===== config.mk =====
export PLATFORM = sky130hd
export DESIGN_NAME = i2c_master_bus_sequencer_flat
export DESIGN_NICKNAME = d
export VERILOG_FILES = /design/src/rtl/i2cm_pkg.sv /design/src/rtl/i2cm_if.sv /design/src/rtl/i2cm_cfg_regs.sv /design/src/rtl/i2cm_core.sv /design/src/rtl/i2c_master_bus_sequencer.sv /design/src/flat_wrapper.sv
export SDC_FILE = /design/constraint.sdc
export NUM_CORES = 1
export LEC_CHECK = 0
export ABC_AREA = 1
export BUFFER_PORTS_ARGS = -buffer_cell sky130_fd_sc_hd__buf_2
export CORE_MARGIN = 8
export CORE_UTILIZATION = 50
export CTS_CLUSTER_DIAMETER = 150
export CTS_CLUSTER_SIZE = 24
export DETAILED_ROUTE_END_ITERATION = 6
export GPL_ROUTABILITY_DRIVEN = 0
export PLACE_DENSITY = 0.71
export SYNTH_ARGS = -nofsm -noshare
export SYNTH_HDL_FRONTEND = slang
export SYNTH_SLANG_ARGS = --single-unit

===== constraint.sdc =====
create_clock -name i_clk -period 6.8 [get_ports i_clk]
set_input_delay 1.02 -clock i_clk [delete_from_list [all_inputs] [get_ports i_clk]]
set_output_delay 1.02 -clock i_clk [all_outputs]
set_load 0.02 [all_outputs]

===== src/rtl/i2cm_pkg.sv =====
// i2cm_pkg: shared codes, widths, types and phase decode functions for the i2c master
// used by the interfaces, the core, the register block and the top level
`timescale 1ns / 1ps
`default_nettype none

package i2cm_pkg;

    localparam int OP_W      = 3;
    localparam int BYTE_W    = 8;
    localparam int STEP_W    = 6;
    localparam int CNT_W     = 16;
    localparam int CFG_ADDR_W = 3;
    localparam int CFG_DATA_W = 32;

    // command codes
    localparam logic [OP_W-1:0] OP_NONE      = 3'd0;
    localparam logic [OP_W-1:0] OP_START     = 3'd1;
    localparam logic [OP_W-1:0] OP_RESTART   = 3'd2;
    localparam logic [OP_W-1:0] OP_STOP      = 3'd3;
    localparam logic [OP_W-1:0] OP_WRITE     = 3'd4;
    localparam logic [OP_W-1:0] OP_READ_ACK  = 3'd5;
    localparam logic [OP_W-1:0] OP_READ_NACK = 3'd6;

    // register indexes
    localparam logic REG_PHASE_TICKS = 1'b0;
    localparam logic REG_ACK_TIMEOUT = 1'b1;

    localparam logic [CNT_W-1:0] PHASE_TICKS_RST = 16'd500;
    localparam logic [CNT_W-1:0] ACK_TIMEOUT_RST = 16'd2000;

    // write sequence landmarks
    localparam logic [STEP_W-1:0] WR_BITS_END   = 6'd24;
    localparam logic [STEP_W-1:0] WR_ACK_LOW    = 6'd25;
    localparam logic [STEP_W-1:0] WR_ACK_REL    = 6'd26;
    localparam logic [STEP_W-1:0] WR_ACK_HIGH   = 6'd27;
    localparam logic [STEP_W-1:0] WR_POLL_STEP  = 6'd28;
    localparam logic [STEP_W-1:0] WR_DONE_STEP  = 6'd29;
    localparam logic [STEP_W-1:0] WR_ABORT_STEP = 6'd30;
    localparam logic [STEP_W-1:0] WR_STOP_HIGH  = 6'd31;
    localparam logic [STEP_W-1:0] WR_LAST_STEP  = 6'd32;

    // read sequence landmarks
    localparam logic [STEP_W-1:0] RD_FIRST_BIT  = 6'd1;
    localparam logic [STEP_W-1:0] RD_LAST_BIT   = 6'd15;
    localparam logic [STEP_W-1:0] RD_BITS_END   = 6'd16;
    localparam logic [STEP_W-1:0] RD_ACK_LOW    = 6'd17;
    localparam logic [STEP_W-1:0] RD_ACK_DRIVE  = 6'd18;
    localparam logic [STEP_W-1:0] RD_ACK_HIGH   = 6'd19;
    localparam logic [STEP_W-1:0] RD_LAST_STEP  = 6'd20;

    // start and stop landmarks
    localparam logic [STEP_W-1:0] ST_LAST_STEP  = 6'd3;
    localparam logic [STEP_W-1:0] SP_LAST_STEP  = 6'd2;

    // slot of a write bit step inside its three-phase group
    localparam logic [1:0] SLOT_CLK_LOW  = 2'd0;
    localparam logic [1:0] SLOT_DATA     = 2'd1;
    localparam logic [1:0] SLOT_CLK_HIGH = 2'd2;

    typedef struct packed {
        logic scl;
        logic sda;
    } t_lines;

    typedef struct packed {
        logic              scl_out;
        logic              sda_out;
        logic              busy_res;
        logic              done_res;
        logic [BYTE_W-1:0] read_data;
        logic              ack_seen;
        logic              timed_out;
    } t_result;

    // position of a write bit step within its group (steps below 24 only)
    function automatic logic [1:0] wr_slot(input logic [STEP_W-1:0] step);
        logic [1:0] slot;
        case (step)
            6'd0, 6'd3, 6'd6, 6'd9, 6'd12, 6'd15, 6'd18, 6'd21: begin
                slot = SLOT_CLK_LOW;
            end
            6'd1, 6'd4, 6'd7, 6'd10, 6'd13, 6'd16, 6'd19, 6'd22: begin
                slot = SLOT_DATA;
            end
            default: begin
                slot = SLOT_CLK_HIGH;
            end
        endcase
        return slot;
    endfunction

    // line levels after entering a phase
    function automatic t_lines enter_phase(input logic [OP_W-1:0]   cmd,
                                           input logic [STEP_W-1:0] step,
                                           input logic              bit_msb,
                                           input t_lines            cur);
        t_lines nxt;
        nxt = cur;
        case (cmd)
            OP_START, OP_RESTART: begin
                case (step)
                    6'd0:    nxt.scl = 1'b1;
                    6'd1:    nxt.sda = 1'b1;
                    6'd2:    nxt.sda = 1'b0;
                    default: nxt.scl = 1'b0;
                endcase
            end
            OP_STOP: begin
                case (step)
                    6'd0:    nxt.sda = 1'b0;
                    6'd1:    nxt.scl = 1'b1;
                    default: nxt.sda = 1'b1;
                endcase
            end
            OP_WRITE: begin
                if (step < WR_BITS_END) begin
                    case (wr_slot(step))
                        SLOT_CLK_LOW: nxt.scl = 1'b0;
                        SLOT_DATA:    nxt.sda = bit_msb;
                        default:      nxt.scl = 1'b1;
                    endcase
                end else if (step == WR_BITS_END || step == WR_ACK_LOW ||
                             step == WR_DONE_STEP) begin
                    nxt.scl = 1'b0;
                end else if (step == WR_ACK_REL || step == WR_LAST_STEP) begin
                    nxt.sda = 1'b1;
                end else if (step == WR_ACK_HIGH || step == WR_STOP_HIGH) begin
                    nxt.scl = 1'b1;
                end else if (step == WR_ABORT_STEP) begin
                    nxt.sda = 1'b0;
                end
            end
            OP_READ_ACK, OP_READ_NACK: begin
                if (step == 6'd0 || step == RD_ACK_LOW || step == RD_LAST_STEP) begin
                    nxt.scl = 1'b0;
                end else if (step <= RD_BITS_END) begin
                    if (step[0]) begin
                        nxt.scl = 1'b1;
                        if (step == RD_FIRST_BIT) begin
                            nxt.sda = 1'b1;
                        end
                    end else begin
                        nxt.scl = 1'b0;
                    end
                end else if (step == RD_ACK_DRIVE) begin
                    nxt.sda = (cmd == OP_READ_NACK);
                end else if (step == RD_ACK_HIGH) begin
                    nxt.scl = 1'b1;
                end
            end
            default: begin
                nxt = cur;
            end
        endcase
        return nxt;
    endfunction

    // true when the phase is the final one of its command
    function automatic logic is_last_phase(input logic [OP_W-1:0]   cmd,
                                           input logic [STEP_W-1:0] step);
        logic last;
        case (cmd)
            OP_START, OP_RESTART:      last = (step >= ST_LAST_STEP);
            OP_STOP:                   last = (step >= SP_LAST_STEP);
            OP_WRITE:                  last = (step == WR_DONE_STEP) ||
                                              (step >= WR_LAST_STEP);
            OP_READ_ACK, OP_READ_NACK: last = (step >= RD_LAST_STEP);
            default:                   last = 1'b1;
        endcase
        return last;
    endfunction

endpackage

`default_nettype wire


===== src/rtl/i2cm_if.sv =====
// i2cm_if: valid/ready channel interfaces for command words and result words
// depends on i2cm_pkg for field widths
`timescale 1ns / 1ps
`default_nettype none

interface i2cm_cmd_if import i2cm_pkg::*; ();
    logic              valid;
    logic              ready;
    logic [OP_W-1:0]   op;
    logic [BYTE_W-1:0] write_data;
    logic              sda_in;

    modport source (output valid, op, write_data, sda_in, input ready);
    modport sink   (input valid, op, write_data, sda_in, output ready);
endinterface

interface i2cm_res_if import i2cm_pkg::*; ();
    logic              valid;
    logic              ready;
    logic              scl_out;
    logic              sda_out;
    logic              busy_res;
    logic              done_res;
    logic [BYTE_W-1:0] read_data;
    logic              ack_seen;
    logic              timed_out;

    modport source (output valid, scl_out, sda_out, busy_res, done_res, read_data,
                    ack_seen, timed_out, input ready);
    modport sink   (input valid, scl_out, sda_out, busy_res, done_res, read_data,
                    ack_seen, timed_out, output ready);
endinterface

`default_nettype wire


===== src/rtl/i2cm_cfg_regs.sv =====
// i2cm_cfg_regs: apb register block holding phase length and acknowledge timeout
// depends on i2cm_pkg
`timescale 1ns / 1ps
`default_nettype none

module i2cm_cfg_regs import i2cm_pkg::*; (
    input  wire logic                  i_clk,
    input  wire logic                  i_rst_n,
    input  wire logic                  psel,
    input  wire logic                  penable,
    input  wire logic                  pwrite,
    input  wire logic [CFG_ADDR_W-1:0] paddr,
    input  wire logic [CFG_DATA_W-1:0] pwdata,
    output logic      [CFG_DATA_W-1:0] prdata,
    output logic                       pready,
    output logic      [CNT_W-1:0]      o_phase_ticks,
    output logic      [CNT_W-1:0]      o_ack_timeout
);

    logic             w_wr;
    logic             w_sel;
    logic [CNT_W-1:0] r_phase_ticks;
    logic [CNT_W-1:0] r_ack_timeout;

    assign pready = 1'b1;
    assign w_wr   = psel && penable && pwrite && pready;
    assign w_sel  = paddr[2];

    always_ff @(posedge i_clk) begin
        if (!i_rst_n) begin
            r_phase_ticks <= PHASE_TICKS_RST;
            r_ack_timeout <= ACK_TIMEOUT_RST;
        end else if (w_wr) begin
            if (w_sel == REG_PHASE_TICKS) begin
                r_phase_ticks <= pwdata[CNT_W-1:0];
            end else begin
                r_ack_timeout <= pwdata[CNT_W-1:0];
            end
        end
    end

    always_comb begin
        if (w_sel == REG_ACK_TIMEOUT) begin
            prdata = {{(CFG_DATA_W-CNT_W){1'b0}}, r_ack_timeout};
        end else begin
            prdata = {{(CFG_DATA_W-CNT_W){1'b0}}, r_phase_ticks};
        end
    end

    assign o_phase_ticks = r_phase_ticks;
    assign o_ack_timeout = r_ack_timeout;

endmodule

`default_nettype wire


===== src/rtl/i2cm_core.sv =====
// i2cm_core: bus phase sequencer state and its one-tick next-state logic
// depends on i2cm_pkg for codes, phase decode and the result struct
`timescale 1ns / 1ps
`default_nettype none

module i2cm_core import i2cm_pkg::*; (
    input  wire logic              i_clk,
    input  wire logic              i_rst_n,
    input  wire logic              i_tick,
    input  wire logic [OP_W-1:0]   i_op,
    input  wire logic [BYTE_W-1:0] i_write_data,
    input  wire logic              i_sda_in,
    input  wire logic [CNT_W-1:0]  i_phase_ticks,
    input  wire logic [CNT_W-1:0]  i_ack_timeout,
    output t_result                o_result
);

    logic [OP_W-1:0]   r_cmd,       n_cmd;
    logic [STEP_W-1:0] r_step,      n_step;
    logic [CNT_W-1:0]  r_phase_cnt, n_phase_cnt;
    logic [CNT_W-1:0]  r_ack_cnt,   n_ack_cnt;
    logic [BYTE_W-1:0] r_shift,     n_shift;
    logic [BYTE_W-1:0] r_read_byte, n_read_byte;
    t_lines            r_lines,     n_lines;
    logic              r_ack,       n_ack;
    logic              r_timeout,   n_timeout;

    always_comb begin
        logic              start;
        logic [OP_W-1:0]   cmd0;
        logic [STEP_W-1:0] step0;
        logic [STEP_W-1:0] step_inc;
        logic [CNT_W-1:0]  pc0;
        logic [CNT_W-1:0]  pc_inc;
        logic [CNT_W-1:0]  ticks;
        logic [BYTE_W-1:0] sb0;
        logic [BYTE_W-1:0] sb_end;
        t_lines            lines0;
        logic              done;

        ticks  = (i_phase_ticks == '0) ? CNT_W'(1) : i_phase_ticks;
        start  = (r_cmd == OP_NONE) && (i_op >= OP_START) && (i_op <= OP_READ_NACK);

        // command launch happens before the tick is processed
        cmd0   = r_cmd;
        step0  = r_step;
        pc0    = r_phase_cnt;
        sb0    = r_shift;
        lines0 = r_lines;
        n_ack_cnt = r_ack_cnt;
        if (start) begin
            cmd0      = i_op;
            step0     = '0;
            pc0       = '0;
            n_ack_cnt = '0;
            sb0       = (i_op == OP_WRITE) ? i_write_data : '0;
            lines0    = enter_phase(i_op, '0, sb0[BYTE_W-1], r_lines);
        end

        n_cmd       = cmd0;
        n_step      = step0;
        n_phase_cnt = pc0;
        n_shift     = sb0;
        n_lines     = lines0;
        n_read_byte = r_read_byte;
        n_ack       = r_ack;
        n_timeout   = r_timeout;
        done        = 1'b0;
        step_inc    = step0 + STEP_W'(1);
        pc_inc      = pc0 + CNT_W'(1);
        sb_end      = sb0;

        if (cmd0 != OP_NONE) begin
            if (cmd0 == OP_WRITE && step0 == WR_POLL_STEP) begin
                // acknowledge poll, one sample per tick
                if (!i_sda_in) begin
                    n_ack       = 1'b1;
                    n_timeout   = 1'b0;
                    n_step      = WR_DONE_STEP;
                    n_phase_cnt = '0;
                    n_lines     = enter_phase(cmd0, WR_DONE_STEP, sb0[BYTE_W-1], lines0);
                end else if (r_ack_cnt >= i_ack_timeout) begin
                    n_ack       = 1'b0;
                    n_timeout   = 1'b1;
                    n_step      = WR_ABORT_STEP;
                    n_phase_cnt = '0;
                    n_lines     = enter_phase(cmd0, WR_ABORT_STEP, sb0[BYTE_W-1], lines0);
                end else begin
                    n_ack_cnt = r_ack_cnt + CNT_W'(1);
                end
            end else if (pc_inc >= ticks) begin
                n_phase_cnt = '0;
                if (cmd0 == OP_WRITE && step0 < WR_BITS_END &&
                    wr_slot(step0) == SLOT_DATA) begin
                    sb_end = {sb0[BYTE_W-2:0], 1'b0};
                end else if ((cmd0 == OP_READ_ACK || cmd0 == OP_READ_NACK) &&
                             step0 >= RD_FIRST_BIT && step0 <= RD_LAST_BIT && step0[0]) begin
                    sb_end = {sb0[BYTE_W-2:0], i_sda_in};
                    if (step0 == RD_LAST_BIT) begin
                        n_read_byte = sb_end;
                    end
                end
                n_shift = sb_end;
                if (is_last_phase(cmd0, step0)) begin
                    done   = 1'b1;
                    n_cmd  = OP_NONE;
                    n_step = '0;
                end else begin
                    n_step  = step_inc;
                    n_lines = enter_phase(cmd0, step_inc, sb_end[BYTE_W-1], lines0);
                    if (cmd0 == OP_WRITE && step_inc == WR_POLL_STEP) begin
                        n_ack_cnt = '0;
                    end
                end
            end else begin
                n_phase_cnt = pc_inc;
            end
        end

        o_result.scl_out   = lines0.scl;
        o_result.sda_out   = lines0.sda;
        o_result.busy_res  = (cmd0 != OP_NONE);
        o_result.done_res  = done;
        o_result.read_data = n_read_byte;
        o_result.ack_seen  = n_ack;
        o_result.timed_out = n_timeout;
    end

    always_ff @(posedge i_clk) begin
        if (!i_rst_n) begin
            r_cmd       <= OP_NONE;
            r_step      <= '0;
            r_phase_cnt <= '0;
            r_ack_cnt   <= '0;
            r_shift     <= '0;
            r_read_byte <= '0;
            r_lines     <= '{scl: 1'b1, sda: 1'b1};
            r_ack       <= 1'b0;
            r_timeout   <= 1'b0;
        end else if (i_tick) begin
            r_cmd       <= n_cmd;
            r_step      <= n_step;
            r_phase_cnt <= n_phase_cnt;
            r_ack_cnt   <= n_ack_cnt;
            r_shift     <= n_shift;
            r_read_byte <= n_read_byte;
            r_lines     <= n_lines;
            r_ack       <= n_ack;
            r_timeout   <= n_timeout;
        end
    end

endmodule

`default_nettype wire


===== src/rtl/i2c_master_bus_sequencer.sv =====
// i2c_master_bus_sequencer: top level of the pin-level i2c master
// depends on i2cm_pkg, i2cm_if, i2cm_cfg_regs and i2cm_core
`timescale 1ns / 1ps
`default_nettype none

// Pin-level i2c master. Every command-channel word is one tick of bus time and
// yields exactly one result word carrying the scl/sda drive levels for that tick,
// busy/done flags, the last read byte and the last acknowledge status. A command
// (start, restart, stop, write byte, read with ack, read with nack) is taken only
// while the sequencer is idle; otherwise it is ignored. Each bus phase lasts
// phase_ticks words (register 0 at byte address 0, zero acts as one), and the
// acknowledge wait after a write aborts with a stop once more than ack_timeout
// high samples are seen (register 1 at byte address 4). Throughput is one word
// per clock: the phase sequencer's next state is a single 16-bit count-and-compare
// plus phase decode, computed in the cycle a word is accepted, and the result is
// captured in an output register. A new word is accepted while the result register
// is empty or being drained in the same cycle, so a stalled sink holds off the source.

module i2c_master_bus_sequencer import i2cm_pkg::*; (
    input  wire logic                  i_clk,
    input  wire logic                  i_rst_n,
    i2cm_cmd_if.sink                   i_cmd,
    i2cm_res_if.source                 o_res,
    input  wire logic                  psel,
    input  wire logic                  penable,
    input  wire logic                  pwrite,
    input  wire logic [CFG_ADDR_W-1:0] paddr,
    input  wire logic [CFG_DATA_W-1:0] pwdata,
    output logic      [CFG_DATA_W-1:0] prdata,
    output logic                       pready
);

    logic [CNT_W-1:0] w_phase_ticks;
    logic [CNT_W-1:0] w_ack_timeout;
    logic             w_accept;
    t_result          w_result;
    t_result          r_res;
    logic             r_res_valid;

    // configuration registers
    i2cm_cfg_regs u_cfg (
        .i_clk         (i_clk),
        .i_rst_n       (i_rst_n),
        .psel          (psel),
        .penable       (penable),
        .pwrite        (pwrite),
        .paddr         (paddr),
        .pwdata        (pwdata),
        .prdata        (prdata),
        .pready        (pready),
        .o_phase_ticks (w_phase_ticks),
        .o_ack_timeout (w_ack_timeout)
    );

    // accept when the result register is free or drains this cycle
    assign i_cmd.ready = !r_res_valid || o_res.ready;
    assign w_accept    = i_cmd.valid && i_cmd.ready;

    // sequencer state advances by one tick per accepted word
    i2cm_core u_core (
        .i_clk         (i_clk),
        .i_rst_n       (i_rst_n),
        .i_tick        (w_accept),
        .i_op          (i_cmd.op),
        .i_write_data  (i_cmd.write_data),
        .i_sda_in      (i_cmd.sda_in),
        .i_phase_ticks (w_phase_ticks),
        .i_ack_timeout (w_ack_timeout),
        .o_result      (w_result)
    );

    // result register, valid is control state
    always_ff @(posedge i_clk) begin
        if (!i_rst_n) begin
            r_res_valid <= 1'b0;
        end else if (w_accept) begin
            r_res_valid <= 1'b1;
        end else if (o_res.ready) begin
            r_res_valid <= 1'b0;
        end
    end

    // payload needs no reset
    always_ff @(posedge i_clk) begin
        if (w_accept) begin
            r_res <= w_result;
        end
    end

    assign o_res.valid     = r_res_valid;
    assign o_res.scl_out   = r_res.scl_out;
    assign o_res.sda_out   = r_res.sda_out;
    assign o_res.busy_res  = r_res.busy_res;
    assign o_res.done_res  = r_res.done_res;
    assign o_res.read_data = r_res.read_data;
    assign o_res.ack_seen  = r_res.ack_seen;
    assign o_res.timed_out = r_res.timed_out;

endmodule

`default_nettype wire

===== src/flat_wrapper.sv =====
// flat-port wrapper written by rule: the top's interface ports become plain ports
module i2c_master_bus_sequencer_flat import i2cm_pkg::*;
  (i_clk, i_rst_n, psel, penable, pwrite, paddr, pwdata, prdata, pready, i_cmd_valid, i_cmd_op, i_cmd_write_data, i_cmd_sda_in, i_cmd_ready, o_res_valid, o_res_scl_out, o_res_sda_out, o_res_busy_res, o_res_done_res, o_res_read_data, o_res_ack_seen, o_res_timed_out, o_res_ready);
  i2cm_cmd_if i_cmd_i ();
  i2cm_res_if o_res_i ();
  input  wire logic i_clk;
  input  wire logic i_rst_n;
  input  wire logic psel;
  input  wire logic penable;
  input  wire logic pwrite;
  input  wire logic [CFG_ADDR_W-1:0] paddr;
  input  wire logic [CFG_DATA_W-1:0] pwdata;
  output logic      [CFG_DATA_W-1:0] prdata;
  output logic pready;
  input wire logic [$bits(i_cmd_i.valid)-1:0] i_cmd_valid;
  input wire logic [$bits(i_cmd_i.op)-1:0] i_cmd_op;
  input wire logic [$bits(i_cmd_i.write_data)-1:0] i_cmd_write_data;
  input wire logic [$bits(i_cmd_i.sda_in)-1:0] i_cmd_sda_in;
  output wire logic [$bits(i_cmd_i.ready)-1:0] i_cmd_ready;
  output wire logic [$bits(o_res_i.valid)-1:0] o_res_valid;
  output wire logic [$bits(o_res_i.scl_out)-1:0] o_res_scl_out;
  output wire logic [$bits(o_res_i.sda_out)-1:0] o_res_sda_out;
  output wire logic [$bits(o_res_i.busy_res)-1:0] o_res_busy_res;
  output wire logic [$bits(o_res_i.done_res)-1:0] o_res_done_res;
  output wire logic [$bits(o_res_i.read_data)-1:0] o_res_read_data;
  output wire logic [$bits(o_res_i.ack_seen)-1:0] o_res_ack_seen;
  output wire logic [$bits(o_res_i.timed_out)-1:0] o_res_timed_out;
  input wire logic [$bits(o_res_i.ready)-1:0] o_res_ready;
  assign i_cmd_i.valid = i_cmd_valid;
  assign i_cmd_i.op = i_cmd_op;
  assign i_cmd_i.write_data = i_cmd_write_data;
  assign i_cmd_i.sda_in = i_cmd_sda_in;
  assign i_cmd_ready = i_cmd_i.ready;
  assign o_res_valid = o_res_i.valid;
  assign o_res_scl_out = o_res_i.scl_out;
  assign o_res_sda_out = o_res_i.sda_out;
  assign o_res_busy_res = o_res_i.busy_res;
  assign o_res_done_res = o_res_i.done_res;
  assign o_res_read_data = o_res_i.read_data;
  assign o_res_ack_seen = o_res_i.ack_seen;
  assign o_res_timed_out = o_res_i.timed_out;
  assign o_res_i.ready = o_res_ready;
  i2c_master_bus_sequencer u_core (.i_clk(i_clk), .i_rst_n(i_rst_n), .i_cmd(i_cmd_i), .o_res(o_res_i), .psel(psel), .penable(penable), .pwrite(pwrite), .paddr(paddr), .pwdata(pwdata), .prdata(prdata), .pready(pready));
endmodule

==> run summary, run 1 <==
The flow ran to the end, and the final reports show no timing, DRC or antenna violations. Input and output buffers added on the ports amount to 67. The maximum level of the CTS H-tree is 3, and the y dimension of the die is 142 µm. The net count of the finished layout is 1318, and the count of cells resized by post-cts repair is 0. The category of the most critical setup path was in2reg.

The tools report the worst setup skew after layout as 0.00971 ns. The synthesized design contains 14 enable-type register cells. STA puts the critical path data required time at 7.11 ns. TritonCTS built the clock tree. The final critical path takes up 77.3% of the cycle. The total overflow left after global routing is 0. Synthesis handed over a netlist of 1194 instances.

The floorplan has 46 rows. In this run, synthesis produced a sequential element count of 108. The first global-routing pass estimated 33200 µm of wire. The number of hold-slack violations in the final timing report is 0. Share of layout cells above drive strength 1: 12.5%. The simple-gate share of the synthesized area was 28.3%; the clock-pin transition on the worst setup and hold timing paths was 0.08 ns. The worst setup path is captured at a flop. The mean number of vias per cell came out at 5.22.

The tree built by TritonCTS fans out to 108 sinks. Counting flops with an async set or reset pin after synthesis yields a share of 0%. In this run the post-CTS setup repair buffer count came out at 0. Global routing consumed, over all layers together, 19.9% of the routing resources.

Worst-case clock buffer depth: 2. Sequential elements use 29.1% of the synthesized area. Entering global routing, the biggest net connects 59 pins.

For this run, design rule violations remaining after detail routing come to 0. After clock tree synthesis, the flow added hold-fix buffers numbering 0. For this design the ratio of total power to cell area is 199 nW/µm². Cell chosen for the clock root: clkbuf_16.

The most common flop cell mapped by yosys is dfxtp_1. Counting I/O delays and the setup requirement, the final critical path takes 5.26 ns. The post-synthesis adder-cell area fraction was 6.64%. For the final routed database, the setup TNS stands at 0 ns.

The core region is 15700 µm². The worst-margin pin slew was 0.935 ns; the die span in x was 142 µm. In this run, distinct cell masters in the synthesized netlist total 48. In this run the worst hold path is classified as reg2reg. The number of antenna diodes in the final layout is 0. In this run the static leakage power is 3.92 nW.

The number of maximum-capacitance violations came out at 0. Data on the critical path arrives at its endpoint at 5.57 ns. For the placed wire-length estimate, the log shows 14200 µm.

STA classifies the critical path startpoint as an input pin. Of the post-synthesis cell area, the part taken by muxes is 0.253%. Measured against its own limit, the worst slew margin works out to 37.1%. Once the floorplan was initialized, standard cells occupied 50.5% of the core. Of the total synthesized cell area, the portion taken by XOR and XNOR cells is 2.88%. The tools report the cell area after synthesis as 7910 µm².

The number of CTS-inserted buffers came out at 9. The detailed router finished its first iteration with 483 violations. Area added between synthesis and finish: 8.05%. The mean cell area of the mapped netlist works out to 6.62 µm².

The setup violation total in the final timing report was 0; the initial antenna violation count was 0. The maximum VDD drop was 0.181 mV; the mean routed wirelength per cell was 13.7 µm. The share of the synthesized area in compound gates (AO/OA/AOI/OAI) is 20.4%, and the number of detailed-routing iterations run before antenna repair is 5.

The number of warnings reported in the yosys synthesis log is 0, and the number of slew-limit violations in the final report is 0. For this block, the via count after detailed routing is 7539. The tools report the highest achievable clock rate as 190 MHz. For the worst-skew pair, the clock arrives at the later sink with an insertion delay of 0.37 ns. Of all nets on the critical path, the largest fanout is 25.

The dominant combinational cell family by area after synthesis is simple AND/OR/NAND/NOR gates. The number of global-route vias before repair is 6956, and the post-detailed-route count of antenna-violating nets is 0. Detailed-route wire length: 19800 µm.

The logs give 20100 µm² for the die outline area and 54.6% for the end-of-flow core utilization. Setup repair after global routing left no endpoint under its margin. The number of top-level pins came out at 103.
[critical path, stage by stage]
cell and delay [ns]:
buf_2 0.13, nor2_2 0.06, nand2_1 0.11, nand2_1 0.10
nor2_4 0.56, nor2_1 0.21, ha_1 0.29, nand4_1 0.16
nor2_1 0.09, nand2_1 0.10, nor2_1 0.07, nand2_1 0.07
xor2_1 0.19, inv_1 0.09, ha_1 0.29, nand2_1 0.08
inv_1 0.04, nand3_1 0.08, inv_1 0.05, a21oi_1 0.15
nand3_1 0.37, nor2_1 0.38, nand2_1 0.28, inv_2 0.21
nand2_1 0.07, o211ai_1 0.08, o211ai_1 0.11, inv_1 0.09
[synthesized netlist by cell type (4+ instances only)]
| cell type | count | area [µm²] |
|---|---|---|
| nand3_1 | 66 | 330 |
| nand2_2 | 11 | 68.8 |
| buf_2 | 5 | 25.0 |
| clkbuf_1 | 42 | 158 |
| nand4_1 | 16 | 100 |
| ha_1 | 42 | 526 |
| o211ai_1 | 26 | 195 |
| nor2_4 | 6 | 67.6 |
| buf_4 | 17 | 128 |
| a21oi_1 | 115 | 576 |
| xor2_1 | 23 | 201 |
| inv_1 | 150 | 563 |
| o21ai_2 | 9 | 78.8 |
| o21ai_0 | 95 | 475 |
| nand3_2 | 6 | 60.1 |
| nand2_1 | 259 | 972 |
| edfxtp_1 | 14 | 420 |
| o221ai_1 | 6 | 52.6 |
| inv_2 | 14 | 52.6 |
| nor2_1 | 93 | 349 |
| dfxtp_1 | 94 | 1880 |
| o2111ai_1 | 4 | 35.0 |
| nor2_2 | 7 | 43.8 |
| nor3_1 | 9 | 45.0 |
| o21ai_1 | 29 | 145 |
[registers in the layout, summed over array words and instances, names as in the netlist, 2 cells and up]
name / count
u_core.o_res.read_data: 8
u_core.u_core.r_cmd: 3
u_core.u_core.r_lines: 2
u_core.u_core.r_shift: 8
u_core.u_core.r_read_byte: 8
u_core.u_core.r_phase_cnt: 16
u_core.u_core.r_ack_cnt: 16
u_core.u_cfg.o_ack_timeout: 16
u_core.u_cfg.o_phase_ticks: 16
u_core.u_core.r_step: 6
[power by group]
part           internal, W  switching (W)  leakage [nW]
clock             0.000259       0.000269         0.146
combinational     0.000138       0.000334          2.87
sequential        0.000683      0.0000212         0.905
[per-layer routing]
layer  track usage [%]  vias to the layer above  wire length, µm
met5                 0                        -                0
met4              7.29                        0              345
met3              3.83                       21             1210
met2              32.1                      208             8910
met1              26.0                     3360             9310
li1                  -                     3950                -
[final timing paths]
path	startpoint	end	slack, ns	depth (start not counted)
max	i_cmd_op[0]	u_core.u_core.r_phase_cnt[6]	1.54	28
min reg2reg	u_core.u_core.r_shift[5]	u_core.u_core.r_shift[5]	0.47	2
min	u_core.u_core.r_shift[5]	u_core.u_core.r_shift[5]	0.47	2
max reg2reg	u_core.u_core.r_cmd[0]	u_core.u_core.r_phase_cnt[6]	1.95	26
[kinds of logic after synthesis]
kind of cell    count (synthesis)
xor+xnor                       26
mux                             2
flops                         108
other cells                     2
simple gates                  487
buf+inv                       235
compound gates                292
fa+ha+maj                      42
[metrics by stage]
step	instance area [µm²]	worst slack, ns	hold WS [ns]	total power (W)	instances
2_1_floorplan	7970	1.93	0.440	0.00109	1209
3_3_place_gp	8250	1.28	0.453	0.00118	1427
3_5_place_dp	8250	1.22	0.456	0.00119	1427
4_1_cts	8550	1.56	0.467	0.00172	1443
5_1_grt	8550	1.10	0.484	0.00181	1443
6_report	8550	1.54	0.467	0.00170	1443
[layout by cell type (no fill, tap or decap), types with 3 or more instances in the layout]
| cell type | instances |
|---|---|
| nand2_1 | 258 |
| inv_1 | 149 |
| a21oi_1 | 115 |
| o21ai_0 | 95 |
| dfxtp_1 | 94 |
| nor2_1 | 93 |
| buf_2 | 67 |
| nand3_1 | 66 |
| ha_1 | 42 |
| o21ai_1 | 29 |
| o211ai_1 | 26 |
| xor2_1 | 23 |
| conb_1 | 17 |
| nand4_1 | 16 |
| inv_2 | 15 |
| edfxtp_1 | 14 |
| nand2_2 | 12 |
| nor3_1 | 9 |
| o21ai_2 | 9 |
| clkbuf_16 | 9 |
| nor2_2 | 7 |
| nand3_2 | 6 |
| nor2_4 | 6 |
| o221ai_1 | 6 |
| o2111ai_1 | 4 |
| buf_4 | 4 |
| xnor2_1 | 3 |
| nand2_4 | 3 |
[layout make-up]
cell class              instances  area (µm²)
well taps                     216         270
multi-input cells             866        4690
clock inverters                 7        68.8
clock buffers                   9         225
repair buffers                 71         365
inverters                     166         623
fillers                      1633        7110
flip-flops and latches        108        2300
Power figures use the tool's default switching activity.
==> run 2, diff against run 1 <==
Clock period 6.8 ns to 4.9 ns, I/O delays scaled along.
==> run summary, run 2 (synthesis gave the netlist of run 1 again) <==
The logs give 28.7% (+1.0 points) for the share of total power in combinational logic and 5.20 ns (-1.91 ns) for the critical path required time. The net load switching power is 0.000847 W (+36%). The logs give 50.5% (unchanged) for the initial core utilization and 5 (unchanged) for the number of detailed-routing iterations run before antenna repair.

The maximum VDD drop is 0.296 mV (+64%), and the number of placed cells counting well taps is 1437 (+0.70%). The mean number of vias per cell works out to 5.19 (-0.61%). The tools report the endpoint type of the worst setup path as a flop.

Leaving out fill and tap cells, the most frequent cells in the layout are nand2_1 (257), inv_1 (149), a21oi_1 (115). The worst path uses 89.7% of the clock period. The run gives 0 (unchanged) as the post-cts hold buffer count. The number of cells traversed by the worst register-to-register path was 26 (unchanged). The maximum number of pins on one net before global-route repair was 58 (-1.7%). The placed wire-length estimate was 14500 µm (+2.1%); the total number of vias was 7550 (+0.15%). The cell that appears most often on the critical path is nand2_1. The largest stage delay on the critical path was 0.30 ns (-0.26 ns); the number of top-level pins was 103 (unchanged). The clock latency of the later-clocked register in the worst-skew pair is 0.37 ns (about the same), and the number of sinks handled by clock tree synthesis is 108 (unchanged). The startpoint identified for the worst register-to-register timing path is u_core.u_core.r_cmd[2]. TritonCTS built the clock tree. The internal reg-to-reg setup slack is 0.68 ns (-1.27 ns). For the first-pass GRT wire length, the log shows 33200 µm (about the same).

The mean routed wirelength per cell was 13.6 µm (-0.73%); the leakage dissipation was 3.99 nW (+1.6%). The die span in x came out at 142 µm (unchanged). The post-detailed-route count of antenna-violating nets is 0 (unchanged), and the site row count is 46 (unchanged).

The category of the most critical setup path is in2reg. The number of inserted filler cells in the final layout is 1580 (-3.2%). The area added between synthesis and finish was 9.44%.

The worst-margin pin slew came out at 0.752 ns (-0.183 ns). The number of global-route vias before repair was 6795 (-2.3%); the die outline area was 20100 µm² (unchanged). The most critical setup path has its endpoint at u_core.u_core.r_phase_cnt[4]. The highest achievable clock rate came out at 227 MHz. The post-route cell area is 8660 µm² (+1.3%), and the largest fanout on the critical path is 7 (-72%). The setup violation total in the final timing report was 0 (unchanged); the clock period minus worst slack was 4.40 ns.

The all-layer global routing usage is 20.0% (+0.041 points). The tree is rooted in a clkbuf_16. Clock share of power: 30.3% (-0.7 points). The share of layout cells above drive strength 1 was 13.2% (+0.78 points); the number of hold-slack violations in the final timing report was 0 (unchanged).

The logs give 3 (unchanged) for the maximum level of the CTS H-tree and 0 (unchanged) for the residual overflow from global routing. First element of the critical path: i_cmd_op[0]. Clock-pin transition on the worst setup and hold timing paths: 0.07 ns (about the same).

For the number of slew-limit violations in the final report, the log shows 0 (unchanged). For the number of maximum-capacitance violations, the log shows 0 (unchanged). The most common library cell in the layout ignoring fill and taps is nand2_1. The switching power share of the total came out at 35.5% (-1.1 points). The worst-case clock buffer depth came out at 2 (unchanged). The sequential group share of total power was 41.0% (-0.3 points); the net count of the finished layout was 1329 (+0.83%). The path class of the tightest hold or removal check is reg2reg. The run gives 4.70 ns (-0.87 ns) as the data arrival time at the worst-slack endpoint. The ratio of total power to cell area works out to 275 nW/µm² (+38%).

For the internal portion of total power, the log shows 0.00154 W (+42%). The run gives 0 (unchanged) as the initial antenna violation count. The largest individual stage delay along the critical path comes from the cell nor2_1. Number of non-filler instances in the completed layout: 1454 (+0.76%).

The tools report the residual DRC count as 0 (unchanged). The y dimension of the die was 142 µm (unchanged). The run gives 15700 µm² (unchanged) as the area of the placeable core.

The number of CTS-inserted buffers came out at 9 (unchanged). The quantity of I/O buffers inserted on ports came out at 67 (unchanged). The category of the worst setup path launch point was an input pin.

For the relative max-transition margin, the log shows 49.8% (+13 points). In this run the critical register-to-register path is captured at u_core.u_core.r_phase_cnt[4]. The flow ran to the end, and the final reports show no timing, DRC or antenna violations. Number of diodes: 0 (unchanged). The starting DRC count in detailed routing was 576 (+19%); the worst setup skew after layout was 0.0130 ns (+0.00334 ns).

The detailed-route wire length is 19800 µm (about the same), and the instance area after placement is 8340 µm² (+1.1%).
-- run 2: cell type report --
class | instances | area (µm²) | share of cell area, %
clock buffer | 12 | 258 | 2.98
clock inverter | 4 | 31.3 | 0.361
inverter | 166 | 623 | 7.20
multi-input combinational | 866 | 4700 | 54.3
sequential | 108 | 2300 | 26.6
tap | 216 | 270 | 3.12
timing repair buffer | 82 | 473 | 5.46
-- run 2: through the flow --
stage | hold slack, ns | setup TNS (ns) | total power (W) | setup WS [ns] | utilization, %
final | 0.468 | 0 | 0.00238 | 0.504 | 55.3
after global routing | 0.481 | -0.00242 | 0.00252 | -0.00125 | 55.3
after CTS | 0.469 | 0 | 0.00240 | 0.470 | 55.1
after detailed placement | 0.454 | 0 | 0.00167 | 0.104 | 53.3
after global placement | 0.451 | 0 | 0.00166 | 0.159 | 53.3
after floorplan | 0.440 | 0 | 0.00151 | 0.318 | -
-- run 2: worst min path at each step --
stage | startpoint | endpoint | slack, ns | depth (start not counted)
global route | u_core.u_core.r_shift[2] | u_core.u_core.r_shift[2] | 0.48 | 2
global placement | u_core.u_core.r_lines[1] | u_core.u_core.r_lines[1] | 0.45 | 2
detailed placement | u_core.u_core.r_lines[1] | u_core.u_core.r_lines[1] | 0.45 | 2
finish | u_core.u_core.r_shift[3] | u_core.u_core.r_shift[3] | 0.47 | 2
floorplan | u_core.u_core.r_lines[1] | u_core.u_core.r_lines[1] | 0.44 | 2
CTS | u_core.u_core.r_shift[3] | u_core.u_core.r_shift[3] | 0.47 | 2
-- run 2: critical path, delay by kind of cell --
kind	cells	cell delay (ns)
buf+inv	6	0.57
xor+xnor	1	0.20
compound gates	3	0.42
fa+ha+maj	2	0.52
simple gates	16	2.25
-- run 2: layer usage --
metal	share of wire (%)	wire length (µm)	vias up	global-route usage (%)
li1	-	-	3972	-
met3	6.3	1240	18	5.04
met4	1.2	240	0	4.86
met2	45	8860	192	31.7
met1	48	9450	3368	26.5
met5	0	0	-	0
-- run 2: repair_timing --
item | in CTS | in global routing
endpoints found under the setup margin | 0 | 42
setup buffers | 0 | 1
resized for setup | 0 | 2
-- run 2: power by group through the flow --
stage | registers, W | clock network (W) | logic [W]
after CTS | 0.000977 | 0.000741 | 0.000677
final | 0.000977 | 0.000723 | 0.000683
after floorplan | 0.00100 | 0 | 0.000506
after detailed placement | 0.000998 | 0 | 0.000675
after global placement | 0.000997 | 0 | 0.000668
after global routing | 0.000982 | 0.000766 | 0.000773
==> run 3, diff against run 2 <==
Clock period 4.9 ns to 5.65 ns, I/O delays scaled along.
==> run summary, run 3 (synthesis gave the netlist of run 1 again) <==
The run finished with clean final reports. In the layout the commonest cells are nand2_1 (258), inv_1 (149), a21oi_1 (115). For the number of CTS-inserted buffers, the log shows 9 (unchanged). For the count of cells resized by post-cts repair, the log shows 0 (unchanged).

The run gives 0 (unchanged) as the number of buffers inserted by post-CTS setup repair. Number of cells traversed by the worst register-to-register path: 26 (unchanged). The sum of negative setup slack came out at 0 ns (unchanged).

Number of slew-limit violations in the final report: 0 (unchanged). The number of hold-slack violations in the final timing report was 0 (unchanged); the number of detailed-routing iterations run before antenna repair was 5 (unchanged). Total number of vias: 7620 (+0.93%). Die outline area: 20100 µm² (unchanged).

The starting DRC count in detailed routing was 438 (-24%). The critical path in this run is classified as in2reg. The clock latency of the later-clocked register in the worst-skew pair was 0.37 ns (about the same). Setup repair after global routing left no endpoint under its margin. The highest achievable clock rate is 203 MHz.

The critical path required time is 5.96 ns (+0.76 ns). The site row count is 46 (unchanged). The post-cts hold buffer count came out at 0 (unchanged). The net count of the finished layout was 1321 (-0.60%).

TritonCTS built the clock tree. The worst-case clock buffer depth was 2 (unchanged). The data arrival time at the worst-slack endpoint was 5.24 ns (+0.54 ns); the instance count on the critical path was 28 (unchanged). After layout, the minimum clock period comes to 4.93 ns.

The slowest cell on the critical path is nand3_1. The portion of the clock cycle consumed by the worst path in the final layout is 87.2%. In this design, the critical path's most frequently occurring cell is nand2_1. The clock share of power came out at 31.8% (+1.5 points). For the internal portion of total power, the log shows 0.00134 W (-13%). The y dimension of the die is 142 µm (unchanged), and the die span in x is 142 µm (unchanged). The sequential group share of total power is 40.6% (-0.4 points), and the number of inserted filler cells in the final layout is 1600 (+1.3%). The number of diodes was 0 (unchanged). The tools report the maximum number of pins on one net before global-route repair as 58 (unchanged). The mean routed wirelength per cell is 13.7 µm (+0.79%), and the number of top-level pins is 103 (unchanged).

The mean number of vias per cell was 5.27 (+1.5%). The leakage dissipation was 3.94 nW (-1.0%); the clock-pin transition on the worst setup and hold timing paths was 0.07 ns (about the same). The tools report the residual DRC count as 0 (unchanged).

The number of buffers and inverters on the critical path is 6 (unchanged). For the post-detailed-route count of antenna-violating nets, the log shows 0 (unchanged). Relative max-transition margin: 40.2% (-9.6 points). The initial core utilization was 50.5% (unchanged); the setup slack at placement was 0.423 ns (+0.319 ns). For the number of global-route vias before repair, the log shows 6958 (+2.4%).

The end-of-flow core utilization was 54.8% (-0.49 points); the ratio of total power to cell area was 244 nW/µm² (-12%). Leaving out fill and tap cells, the most frequent cell in the layout is nand2_1. The instance area after placement is 8270 µm² (-0.78%).

The min-delay analysis places its worst path in the category reg2reg. The share of layout cells above drive strength 1 was 12.7% (-0.56 points); the largest stage delay on the critical path was 0.37 ns (+0.07 ns). The run gives 0 (unchanged) as the setup violation total in the final timing report. The quantity of I/O buffers inserted on ports is 67 (unchanged), and the area added between synthesis and finish is 8.48%. The switching power share of the total came out at 35.7% (+0.17 points). The share of total power in combinational logic was 27.6% (-1.1 points). The tools report the initial antenna violation count as 0 (unchanged). The logs give 0 (unchanged) for the residual overflow from global routing and 19.7% (-0.31 points) for the all-layer global routing usage. In this design, the largest share of critical-path delay is due to simple AND/OR/NAND/NOR gates. For the worst setup skew after layout, the log shows 0.00805 ns (-0.00500 ns). The cell chosen for the clock root is clkbuf_16.

The placed wire-length estimate is 14300 µm (-0.77%). The worst setup path is captured at a flop. The largest fanout on the critical path was 8 (+1).

The hold path depth was 2 (unchanged). Category of the worst setup path launch point: an input pin. The run gives 3 (unchanged) as the maximum level of the CTS H-tree. For the detailed-route wire length, the log shows 19800 µm (+0.24%). The worst-margin pin slew is 0.889 ns (+0.137 ns), and the post-route cell area is 8580 µm² (-0.88%).

First-pass GRT wire length: 32700 µm (-1.4%). The number of maximum-capacitance violations was 0 (unchanged). For the area of the placeable core, the log shows 15700 µm² (unchanged).

The number of sinks handled by clock tree synthesis was 108 (unchanged); the net load switching power was 0.000746 W (-12%). The maximum VDD drop is 0.179 mV (-40%), and the least setup slack across all paths after layout is 0.723 ns (+0.219 ns).
[run 3: power by group through the flow]
stage | registers, W | clock network [W] | logic (W)
2_1_floorplan | 0.000870 | 0 | 0.000439
3_3_place_gp | 0.000865 | 0 | 0.000566
3_5_place_dp | 0.000866 | 0 | 0.000573
4_1_cts | 0.000848 | 0.000686 | 0.000575
5_1_grt | 0.000853 | 0.000713 | 0.000651
6_report | 0.000848 | 0.000665 | 0.000577
[run 3: per-stage QoR]
stage          total power [W]  hold WS (ns)  instances
6_report               0.00209         0.466       1446
5_1_grt                0.00222         0.486       1446
4_1_cts                0.00211         0.467       1446
3_5_place_dp           0.00144         0.455       1430
3_3_place_gp           0.00143         0.452       1430
2_1_floorplan          0.00131         0.440       1209
[run 3: tightest hold or removal path, cell delays in order, from the launching register on]
cell,delay (ns)
dfxtp_1,0.31
nand2_1,0.06
a21oi_1,0.05
[run 3: final timing paths]
path                       startpoint                      endpoint  slack (ns)
max                       i_cmd_op[0]  u_core.u_core.r_phase_cnt[8]        0.72
min reg2reg  u_core.u_core.r_shift[2]      u_core.u_core.r_shift[2]        0.47
max reg2reg    u_core.u_core.r_cmd[2]  u_core.u_core.r_phase_cnt[8]        1.00
min          u_core.u_core.r_shift[2]      u_core.u_core.r_shift[2]        0.47
[run 3: metal layers]
metal  up-vias  GRT usage (%)  wire length, µm
met5         -              0                0
met1      3414           24.5             9170
li1       3964              -                -
met4         0           6.16              365
met2       215           32.6             8960
met3        27           5.01             1330
[run 3: layout make-up]
class	count	area [µm²]	share of cell area (%)
Clock inverter	7	80.1	0.933
Timing Repair Buffer	74	388	4.52
Inverter	166	623	7.26
Sequential cell	108	2300	26.8
Tap cell	216	270	3.15
Clock buffer	9	225	2.63
Multi-Input combinational cell	866	4690	54.7
